**src/hw/rtl/separate_alpha_pixel_blender_assert.svh**
```systemverilog
// Assertion macros for the separate-alpha pixel blender.
// Users must have clk and rst_n in scope; rst_n is active low.
`ifndef SEPARATE_ALPHA_PIXEL_BLENDER_ASSERT_SVH
`define SEPARATE_ALPHA_PIXEL_BLENDER_ASSERT_SVH

// Same-cycle implication, checked out of reset.
`define SAPB_ASSERT_NOW(label, ante, cons, msg) \
  label: assert property (@(posedge clk) disable iff (!rst_n) (ante) |-> (cons)) \
    else $error(msg);

// Next-cycle implication, checked out of reset.
`define SAPB_ASSERT_NEXT(label, ante, cons, msg) \
  label: assert property (@(posedge clk) disable iff (!rst_n) (ante) |=> (cons)) \
    else $error(msg);

`endif

```
**src/hw/rtl/sapb_pkg.sv**
```systemverilog
// Shared types, codes and arithmetic helpers for the separate-alpha pixel blender.
// No dependencies; used by sapb_lane and separate_alpha_pixel_blender.
`default_nettype none

package sapb_pkg;

  localparam int unsigned CHANNEL_BITS   = 8;
  localparam int unsigned PROD_BITS      = 2 * CHANNEL_BITS;
  localparam int unsigned CFG_DATA_BITS  = 2;
  localparam int unsigned CFG_INDEX_BITS = 3;

  typedef logic [CHANNEL_BITS-1:0] chan_t;
  typedef logic [PROD_BITS-1:0]    prod_t;

  localparam chan_t CH_MAX     = '1;
  localparam prod_t ROUND_BIAS = PROD_BITS'(((2 ** CHANNEL_BITS) - 1) / 2);

  typedef enum logic [CFG_DATA_BITS-1:0] {
    OP_ADD  = 2'd0,
    OP_SUB  = 2'd1,
    OP_RSUB = 2'd2
  } blend_op_t;

  typedef enum logic [CFG_DATA_BITS-1:0] {
    FACTOR_ZERO      = 2'd0,
    FACTOR_ONE       = 2'd1,
    FACTOR_ALPHA     = 2'd2,
    FACTOR_INV_ALPHA = 2'd3
  } blend_factor_t;

  typedef enum logic [CFG_INDEX_BITS-1:0] {
    REG_COLOR_OP         = 3'd0,
    REG_COLOR_SRC_FACTOR = 3'd1,
    REG_COLOR_DST_FACTOR = 3'd2,
    REG_ALPHA_OP         = 3'd3,
    REG_ALPHA_SRC_FACTOR = 3'd4,
    REG_ALPHA_DST_FACTOR = 3'd5
  } cfg_reg_t;

  typedef struct packed {
    chan_t src_red;
    chan_t src_green;
    chan_t src_blue;
    chan_t src_alpha;
    chan_t dst_red;
    chan_t dst_green;
    chan_t dst_blue;
    chan_t dst_alpha;
  } sapb_in_t;

  typedef struct packed {
    chan_t out_red;
    chan_t out_green;
    chan_t out_blue;
    chan_t out_alpha;
  } sapb_out_t;

  // Per-stage load strobes for the lane datapath.
  typedef struct packed {
    logic s2;
    logic s3;
    logic s4;
  } sapb_adv_t;

  function automatic chan_t factor_value(input blend_factor_t code, input chan_t alpha);
    chan_t f;
    case (code)
      FACTOR_ZERO:      f = '0;
      FACTOR_ONE:       f = CH_MAX;
      FACTOR_ALPHA:     f = alpha;
      FACTOR_INV_ALPHA: f = CH_MAX - alpha;
      default:          f = '0;
    endcase
    return f;
  endfunction

  // v / M with M = 2^N - 1: split v = a*2^N + b, so v = a*M + (a + b),
  // and a + b never exceeds 2M.
  function automatic chan_t div_by_max(input prod_t v);
    logic [CHANNEL_BITS:0] hi;
    logic [CHANNEL_BITS:0] lo;
    logic [CHANNEL_BITS:0] sum;
    logic [CHANNEL_BITS:0] q;
    hi  = {1'b0, v[PROD_BITS-1:CHANNEL_BITS]};
    lo  = {1'b0, v[CHANNEL_BITS-1:0]};
    sum = hi + lo;
    q   = hi;
    if (sum >= {1'b0, CH_MAX}) begin
      q = q + 1'b1;
    end
    if (sum >= {CH_MAX, 1'b0}) begin
      q = q + 1'b1;
    end
    return q[CHANNEL_BITS-1:0];
  endfunction

  function automatic chan_t combine(input blend_op_t op, input chan_t s, input chan_t d);
    logic [CHANNEL_BITS:0] total;
    chan_t r;
    total = {1'b0, s} + {1'b0, d};
    case (op)
      OP_SUB:  r = (s > d) ? s - d : '0;
      OP_RSUB: r = (d > s) ? d - s : '0;
      default: r = total[CHANNEL_BITS] ? CH_MAX : total[CHANNEL_BITS-1:0];
    endcase
    return r;
  endfunction

endpackage

`default_nettype wire

```
**src/hw/rtl/sapb_lane.sv**
```systemverilog
// One channel of the blend datapath: multiply, scale by 1/M, combine.
// Depends on sapb_pkg; stage strobes come from the top-level pipeline control.
`default_nettype none

module sapb_lane (
  input  wire logic                  clk,
  input  wire sapb_pkg::sapb_adv_t   adv,
  input  wire sapb_pkg::blend_op_t   op,
  input  wire sapb_pkg::chan_t       src_chan,
  input  wire sapb_pkg::chan_t       dst_chan,
  input  wire sapb_pkg::chan_t       src_fac,
  input  wire sapb_pkg::chan_t       dst_fac,
  output sapb_pkg::chan_t            result
);

  sapb_pkg::prod_t src_prod_r;
  sapb_pkg::prod_t dst_prod_r;
  sapb_pkg::chan_t src_scaled_r;
  sapb_pkg::chan_t dst_scaled_r;
  sapb_pkg::chan_t result_r;

  // Stage 2: product plus rounding bias
  always_ff @(posedge clk) begin
    if (adv.s2) begin
      src_prod_r <= {{sapb_pkg::CHANNEL_BITS{1'b0}}, src_chan} *
                    {{sapb_pkg::CHANNEL_BITS{1'b0}}, src_fac} + sapb_pkg::ROUND_BIAS;
      dst_prod_r <= {{sapb_pkg::CHANNEL_BITS{1'b0}}, dst_chan} *
                    {{sapb_pkg::CHANNEL_BITS{1'b0}}, dst_fac} + sapb_pkg::ROUND_BIAS;
    end
  end

  // Stage 3: divide by full scale
  always_ff @(posedge clk) begin
    if (adv.s3) begin
      src_scaled_r <= sapb_pkg::div_by_max(src_prod_r);
      dst_scaled_r <= sapb_pkg::div_by_max(dst_prod_r);
    end
  end

  // Stage 4: saturating add or clamped subtract
  always_ff @(posedge clk) begin
    if (adv.s4) begin
      result_r <= sapb_pkg::combine(op, src_scaled_r, dst_scaled_r);
    end
  end

  assign result = result_r;

endmodule

`default_nettype wire

```
**src/hw/rtl/separate_alpha_pixel_blender.sv**
```systemverilog
// Separate-alpha pixel blender: top level with input stage, pipeline control and
// configuration registers. Depends on sapb_pkg, sapb_lane and the assertion header.
//
// Usage:
//   Input channel (in_valid/in_ready/in_data) carries one source and one
//   destination RGBA pixel per transaction; the result channel
//   (out_valid/out_ready/out_data) returns one blended RGBA pixel per input,
//   in order.
//   An accepted pixel passes four registered stages (factor select,
//   multiply, scale by 1/M, combine) before out_valid rises. Throughput:
//   one pixel per clock while out_ready stays high, since every stage can
//   load in the cycle its item moves on.
//   Each stage holds its item while the stage after it is full and stalled,
//   so a low out_ready fills empty stages first and drops in_ready only once
//   all four stages are occupied. Nothing is lost or duplicated.
//   Reset (rst_n low at a clock edge) empties the pipeline and loads the
//   blend registers with colour and alpha set to add, source factor one,
//   destination factor inverse source alpha.
//   cfg_wr_en writes cfg_data into register cfg_index; indexes
//   beyond the six registers are ignored. Write only while the block is idle.
`default_nettype none

`include "separate_alpha_pixel_blender_assert.svh"

module separate_alpha_pixel_blender (
  input  wire logic                                    clk,
  input  wire logic                                    rst_n,
  input  wire logic                                    in_valid,
  output logic                                         in_ready,
  input  wire sapb_pkg::sapb_in_t                      in_data,
  output logic                                         out_valid,
  input  wire logic                                    out_ready,
  output sapb_pkg::sapb_out_t                          out_data,
  input  wire logic                                    cfg_wr_en,
  input  wire logic [sapb_pkg::CFG_INDEX_BITS-1:0]     cfg_index,
  input  wire logic [sapb_pkg::CFG_DATA_BITS-1:0]      cfg_data
);

  sapb_pkg::blend_op_t     color_op_r;
  sapb_pkg::blend_factor_t color_src_factor_r;
  sapb_pkg::blend_factor_t color_dst_factor_r;
  sapb_pkg::blend_op_t     alpha_op_r;
  sapb_pkg::blend_factor_t alpha_src_factor_r;
  sapb_pkg::blend_factor_t alpha_dst_factor_r;

  logic v1_r, v2_r, v3_r, v4_r;
  logic rdy1, rdy2, rdy3, rdy4;
  sapb_pkg::sapb_adv_t adv;

  sapb_pkg::sapb_in_t pix_r;
  sapb_pkg::chan_t    color_sf_r;
  sapb_pkg::chan_t    color_df_r;
  sapb_pkg::chan_t    alpha_sf_r;
  sapb_pkg::chan_t    alpha_df_r;

  sapb_pkg::chan_t red_res, green_res, blue_res, alpha_res;

  // Configuration registers
  always_ff @(posedge clk) begin
    if (!rst_n) begin
      color_op_r         <= sapb_pkg::OP_ADD;
      color_src_factor_r <= sapb_pkg::FACTOR_ONE;
      color_dst_factor_r <= sapb_pkg::FACTOR_INV_ALPHA;
      alpha_op_r         <= sapb_pkg::OP_ADD;
      alpha_src_factor_r <= sapb_pkg::FACTOR_ONE;
      alpha_dst_factor_r <= sapb_pkg::FACTOR_INV_ALPHA;
    end else if (cfg_wr_en) begin
      case (sapb_pkg::cfg_reg_t'(cfg_index))
        sapb_pkg::REG_COLOR_OP:         color_op_r <= sapb_pkg::blend_op_t'(cfg_data);
        sapb_pkg::REG_COLOR_SRC_FACTOR: color_src_factor_r <= sapb_pkg::blend_factor_t'(cfg_data);
        sapb_pkg::REG_COLOR_DST_FACTOR: color_dst_factor_r <= sapb_pkg::blend_factor_t'(cfg_data);
        sapb_pkg::REG_ALPHA_OP:         alpha_op_r <= sapb_pkg::blend_op_t'(cfg_data);
        sapb_pkg::REG_ALPHA_SRC_FACTOR: alpha_src_factor_r <= sapb_pkg::blend_factor_t'(cfg_data);
        sapb_pkg::REG_ALPHA_DST_FACTOR: alpha_dst_factor_r <= sapb_pkg::blend_factor_t'(cfg_data);
        default: ;
      endcase
    end
  end

  // A stage may load when it is empty or its item moves on this cycle
  always_comb begin
    rdy4   = !v4_r || out_ready;
    rdy3   = !v3_r || rdy4;
    rdy2   = !v2_r || rdy3;
    rdy1   = !v1_r || rdy2;
    adv.s2 = rdy2 && v1_r;
    adv.s3 = rdy3 && v2_r;
    adv.s4 = rdy4 && v3_r;
  end

  assign in_ready  = rdy1;
  assign out_valid = v4_r;

  always_ff @(posedge clk) begin
    if (!rst_n) begin
      v1_r <= 1'b0;
      v2_r <= 1'b0;
      v3_r <= 1'b0;
      v4_r <= 1'b0;
    end else begin
      if (rdy1) v1_r <= in_valid;
      if (rdy2) v2_r <= v1_r;
      if (rdy3) v3_r <= v2_r;
      if (rdy4) v4_r <= v3_r;
    end
  end

  // Stage 1: hold the pixel pair and resolve the factors from source alpha
  always_ff @(posedge clk) begin
    if (rdy1 && in_valid) begin
      pix_r      <= in_data;
      color_sf_r <= sapb_pkg::factor_value(color_src_factor_r, in_data.src_alpha);
      color_df_r <= sapb_pkg::factor_value(color_dst_factor_r, in_data.src_alpha);
      alpha_sf_r <= sapb_pkg::factor_value(alpha_src_factor_r, in_data.src_alpha);
      alpha_df_r <= sapb_pkg::factor_value(alpha_dst_factor_r, in_data.src_alpha);
    end
  end

  sapb_lane u_lane_red (
    .clk      (clk),
    .adv      (adv),
    .op       (color_op_r),
    .src_chan (pix_r.src_red),
    .dst_chan (pix_r.dst_red),
    .src_fac  (color_sf_r),
    .dst_fac  (color_df_r),
    .result   (red_res)
  );

  sapb_lane u_lane_green (
    .clk      (clk),
    .adv      (adv),
    .op       (color_op_r),
    .src_chan (pix_r.src_green),
    .dst_chan (pix_r.dst_green),
    .src_fac  (color_sf_r),
    .dst_fac  (color_df_r),
    .result   (green_res)
  );

  sapb_lane u_lane_blue (
    .clk      (clk),
    .adv      (adv),
    .op       (color_op_r),
    .src_chan (pix_r.src_blue),
    .dst_chan (pix_r.dst_blue),
    .src_fac  (color_sf_r),
    .dst_fac  (color_df_r),
    .result   (blue_res)
  );

  sapb_lane u_lane_alpha (
    .clk      (clk),
    .adv      (adv),
    .op       (alpha_op_r),
    .src_chan (pix_r.src_alpha),
    .dst_chan (pix_r.dst_alpha),
    .src_fac  (alpha_sf_r),
    .dst_fac  (alpha_df_r),
    .result   (alpha_res)
  );

  always_comb begin
    out_data.out_red   = red_res;
    out_data.out_green = green_res;
    out_data.out_blue  = blue_res;
    out_data.out_alpha = alpha_res;
  end

  `SAPB_ASSERT_NEXT(a_accept_lands, in_valid && in_ready, v1_r, "accepted transaction not in stage 1")
  `SAPB_ASSERT_NEXT(a_stall_keeps, v3_r && v4_r && !out_ready, v3_r && v4_r, "stall lost an item")
  `SAPB_ASSERT_NOW(a_full_blocks, v1_r && v2_r && v3_r && v4_r && !out_ready, !in_ready, "taken when full")
  `SAPB_ASSERT_NEXT(a_drain, v3_r && (!v4_r || out_ready), v4_r, "stage 3 item did not reach the output")

endmodule

`default_nettype wire
```
**config.mk**
```make
export PLATFORM = sky130hd
export DESIGN_NAME = separate_alpha_pixel_blender
export DESIGN_NICKNAME = d
export VERILOG_FILES = /design/src/hw/rtl/sapb_pkg.sv /design/src/hw/rtl/sapb_lane.sv /design/src/hw/rtl/separate_alpha_pixel_blender.sv
export VERILOG_INCLUDE_DIRS = /design/src /design/src/hw/rtl
export SDC_FILE = /design/constraint.sdc
export NUM_CORES = 2
export LEC_CHECK = 0
export ABC_AREA = 1
export ABC_CLOCK_PERIOD_IN_PS = 6000
export BUFFER_PORTS_ARGS = -buffer_cell sky130_fd_sc_hd__buf_2
export CORE_UTILIZATION = 55
export CTS_BUF_LIST = sky130_fd_sc_hd__clkbuf_4 sky130_fd_sc_hd__clkbuf_8
export DETAILED_ROUTE_END_ITERATION = 8
export GPL_TIMING_DRIVEN = 0
export PLACE_DENSITY = 0.72
export SLEW_MARGIN = 20
export SYNTH_ARGS = -nofsm -noshare
export SYNTH_HDL_FRONTEND = slang
export SYNTH_HIERARCHICAL = 1
export SYNTH_SLANG_ARGS = --single-unit
```
**constraint.sdc**
```tcl
create_clock -name clk -period 6 [get_ports clk]
set_input_delay 0.3 -clock clk [delete_from_list [all_inputs] [get_ports clk]]
set_output_delay 0.3 -clock clk [all_outputs]
set_load 0.005 [all_outputs]
```
==> flow_summary.ini <==
[status]
outcome = finished clean

[cells_and_area]
layout_commonest_cell = inv_1
fin_nets = 6108
final_cell_mix = inv_1, nand2_1, ha_1, fa_1, edfxtp_1
fin_cells = 6229
nFillCells = 6310
drive_gt1_frac = 0.07643
syn_to_final_growth_pct = 10.21

[synthesis]
synth_ff_type = edfxtp_1
synth_edf_count = 320
synth_top_cell_by_area = edfxtp_1
synth_top_family_by_area = adder cells
yosys.area_share.xor_xnor = 0.05366
synth_top_cell_area_share = 0.2379
yosysSeqAreaShare = 0.2459
avgSynthCellArea_sq_um = 8.134
synth-adder-area-share = 0.3177
synthesis.area_sq_um = 40380
synth_compound_area_frac = 0.06903
synthSimpleGateAreaFrac = 0.1815
synthesis.nets = 5851
synth_seq_cells = 336
synth_cell_types = 61
synthCells = 4965
ys_top_cells_by_area = edfxtp_1, fa_1, ha_1
synthMuxAreaShare = 0.001673
async_flop_share = 0
ys.warnings.count = 6

[timing]
skew_ns = 0.04030
max_freq_ghz = 0.1913
grt_setup_unrepaired = no
setup_viol = 0
finalMaxSlewViolations = 0
hold_viol_final = 0
fin_tns_setup_ns = 0
maxSlewHeadroom = 0.5472
post-route-period-util = 0.8713
setup_ws_ns = 0.7722
fin_crit_ns = 5.228
tightest_slew_ns = 0.6791

[floorplan]
fp-row-count = 98
io_pins = 108
die_height_microns = 273.0
dieWidth_microns = 273.0
initial_core_util = 0.5601
fp.coreArea_sq_um = 72100
die_area_sq_um = 74520

[worst_setup_path]
crit_required_ns = 6.38
crit_fanout = 8
worstSetupEndpointType = register
r2r-start = color_sf_r[2]
timing.rr.end = u_lane_blue/src_prod_r[13]
critPathArrivalTime_ns = 5.61
timing_worst_setup_path_type = register to register
crit_path_start_kind = register
ff2ff_setup_slack_ns = 0.77
r2r_cells = 18

[global_routing]
grt_start_max_net_pins = 66
grt_pass1_vias = 31550
antenna_found_initial = 8
grt-ovfl-total = 0
grt.total_usage = 0.2353
grt_pass1_wl_microns = 145200

[placement]
post-place-ws_ns = 0.8380
routabilityCongestion = 0.9063
placed_cells = 6028
io_buffer_count = 106
dp_hpwl_microns = 66940

[clock_network]
cts.sinks = 336
cts-root-buf = clkbuf_8
cts_resized = 0
clk_pin_slew_ns = 0.06
cts.path.max_buffers = 3
cts_buffers = 67
cts_tree = yes
clk_latency_ns = 0.67
htreeDepth = 3

[drt]
wl_microns = 84770
wl_per_cell_microns = 13.61
drtIter0Drc = 1757
viasPerCell = 5.091
final_antenna_net_count = 0
detail_route.first_pass.iterations = 5
num_vias = 31710
drc_errors = 0

[run]
drv_cap = 0

[worst_hold_path]
worstHoldStart = cfg_wr_en
hold_path_depth = 5
hold_path_class = input pin to register
min_to = alpha_src_factor_r[1]

[power_and_ir_drop]
p_leak_nw = 24.36
power_density_nw_per_um2 = 493.6
ir_worst_vdd_mv = 0.3991
==> sequential cells by signal (all words and copies together), names as in the netlist, 16 cells and up <==
signal	flops
u_lane_red/src_prod_r	16
u_lane_green/dst_prod_r	16
u_lane_alpha/dst_prod_r	16
u_lane_alpha/src_prod_r	16
u_lane_red/dst_prod_r	16
u_lane_blue/src_prod_r	16
u_lane_green/src_prod_r	16
u_lane_blue/dst_prod_r	16
pix_r	64
==> critical path, cell delays in order, from the launching register on <==
cell and delay, ns:
edfxtp_1 0.50, clkbuf_1 0.41, nand2_1 0.15, fa_1 0.55, inv_1 0.04, ha_1 0.30
fa_1 0.49, inv_1 0.05, fa_1 0.53, inv_1 0.04, ha_1 0.34, a21oi_1 0.17
nand2_1 0.10, a21o_1 0.16, a21oi_1 0.25, o21ai_0 0.18, a21boi_0 0.34, o21ai_0 0.16
xor2_1 0.17
==> through the flow <==
step           hold slack, ns  total power, W    util  instance area [sq um]
2_1_floorplan          0.3989         0.01632       -                  40390
3_3_place_gp           0.4539         0.01899  0.5840                  42100
3_5_place_dp           0.4651         0.01929  0.5865                  42290
4_1_cts               0.03727         0.02212  0.6171                  44500
5_1_grt                0.1083         0.02460  0.6173                  44510
6_report              0.08984         0.02197  0.6173                  44510
==> power breakdown <==
part | internal (W) | switching (W) | total [W]
combinational | 0.00587 | 0.00914 | 0.0150
clock | 0.00150 | 0.00109 | 0.00259
sequential | 0.00386 | 0.000506 | 0.00437
==> worst max-delay path by stage <==
stage                  start                          end  depth (start not counted)
2_1_floorplan      out_valid                alpha_df_r[0]                          5
3_3_place_gp       out_ready                    pix_r[48]                          5
3_5_place_dp   color_sf_r[1]  u_lane_green/src_prod_r[13]                         18
4_1_cts        color_sf_r[1]  u_lane_green/src_prod_r[13]                         18
5_1_grt        color_sf_r[1]  u_lane_green/src_prod_r[13]                         16
6_report       color_sf_r[2]   u_lane_blue/src_prod_r[13]                         18
==> cell usage after synthesis (all sizes together), types with 8 or more instances <==
library cell and n:
nand3b 26, a22oi 8, inv 1229, clkbuf 127, nand2 1201, buf 29
edfxtp 320, nor3 21, nand3 171, xor2 189, o221ai 9, dfxtp 16
nand4 55, o31ai 15, and2 11, o21ai 157, a31oi 16, a21oi 237
fa 356, nor2 192, xnor2 55, a21o 10, ha 456
==> cell families after synthesis <==
logic type,after synthesis
AND/OR/NAND/NOR,1690
buffers and inverters,1387
adder cells (fa/ha/maj),812
AO/OA/AOI/OAI,490
flip-flops,336
XOR/XNOR,244
multiplexers,6
==> metal layers <==
metal | wire length [microns] | part of all wire | up-vias | track usage
li1 | - | - | 15830 | -
met2 | 40990 | 0.48 | 729 | 0.4044
met5 | 28 | 0.00033 | - | 0
met3 | 4145 | 0.049 | 154 | 0.03172
met4 | 2084 | 0.025 | 4 | 0.07542
met1 | 37520 | 0.44 | 15000 | 0.3065
==> area by class of cell <==
cell class / count / area, sq um / share of cell area
clock inverter: 27 / 312.8 / 0.007028
sequential: 336 / 9930 / 0.2231
multi-input combinational: 3242 / 25200 / 0.5661
buffer: 156 / 650.6 / 0.01462
clock buffer: 93 / 1142 / 0.02566
tap: 950 / 1189 / 0.02670
timing repair buffer: 188 / 1444 / 0.03244
inverter: 1231 / 4628 / 0.1040
antenna: 6 / 15.01 / 0.0003373
==> timing repair <==
item,CTS,global route
hold buffers,75,0
hold endpoints to repair,80,0
buffers inserted,0,0
Power figures use the tool's default switching activity.
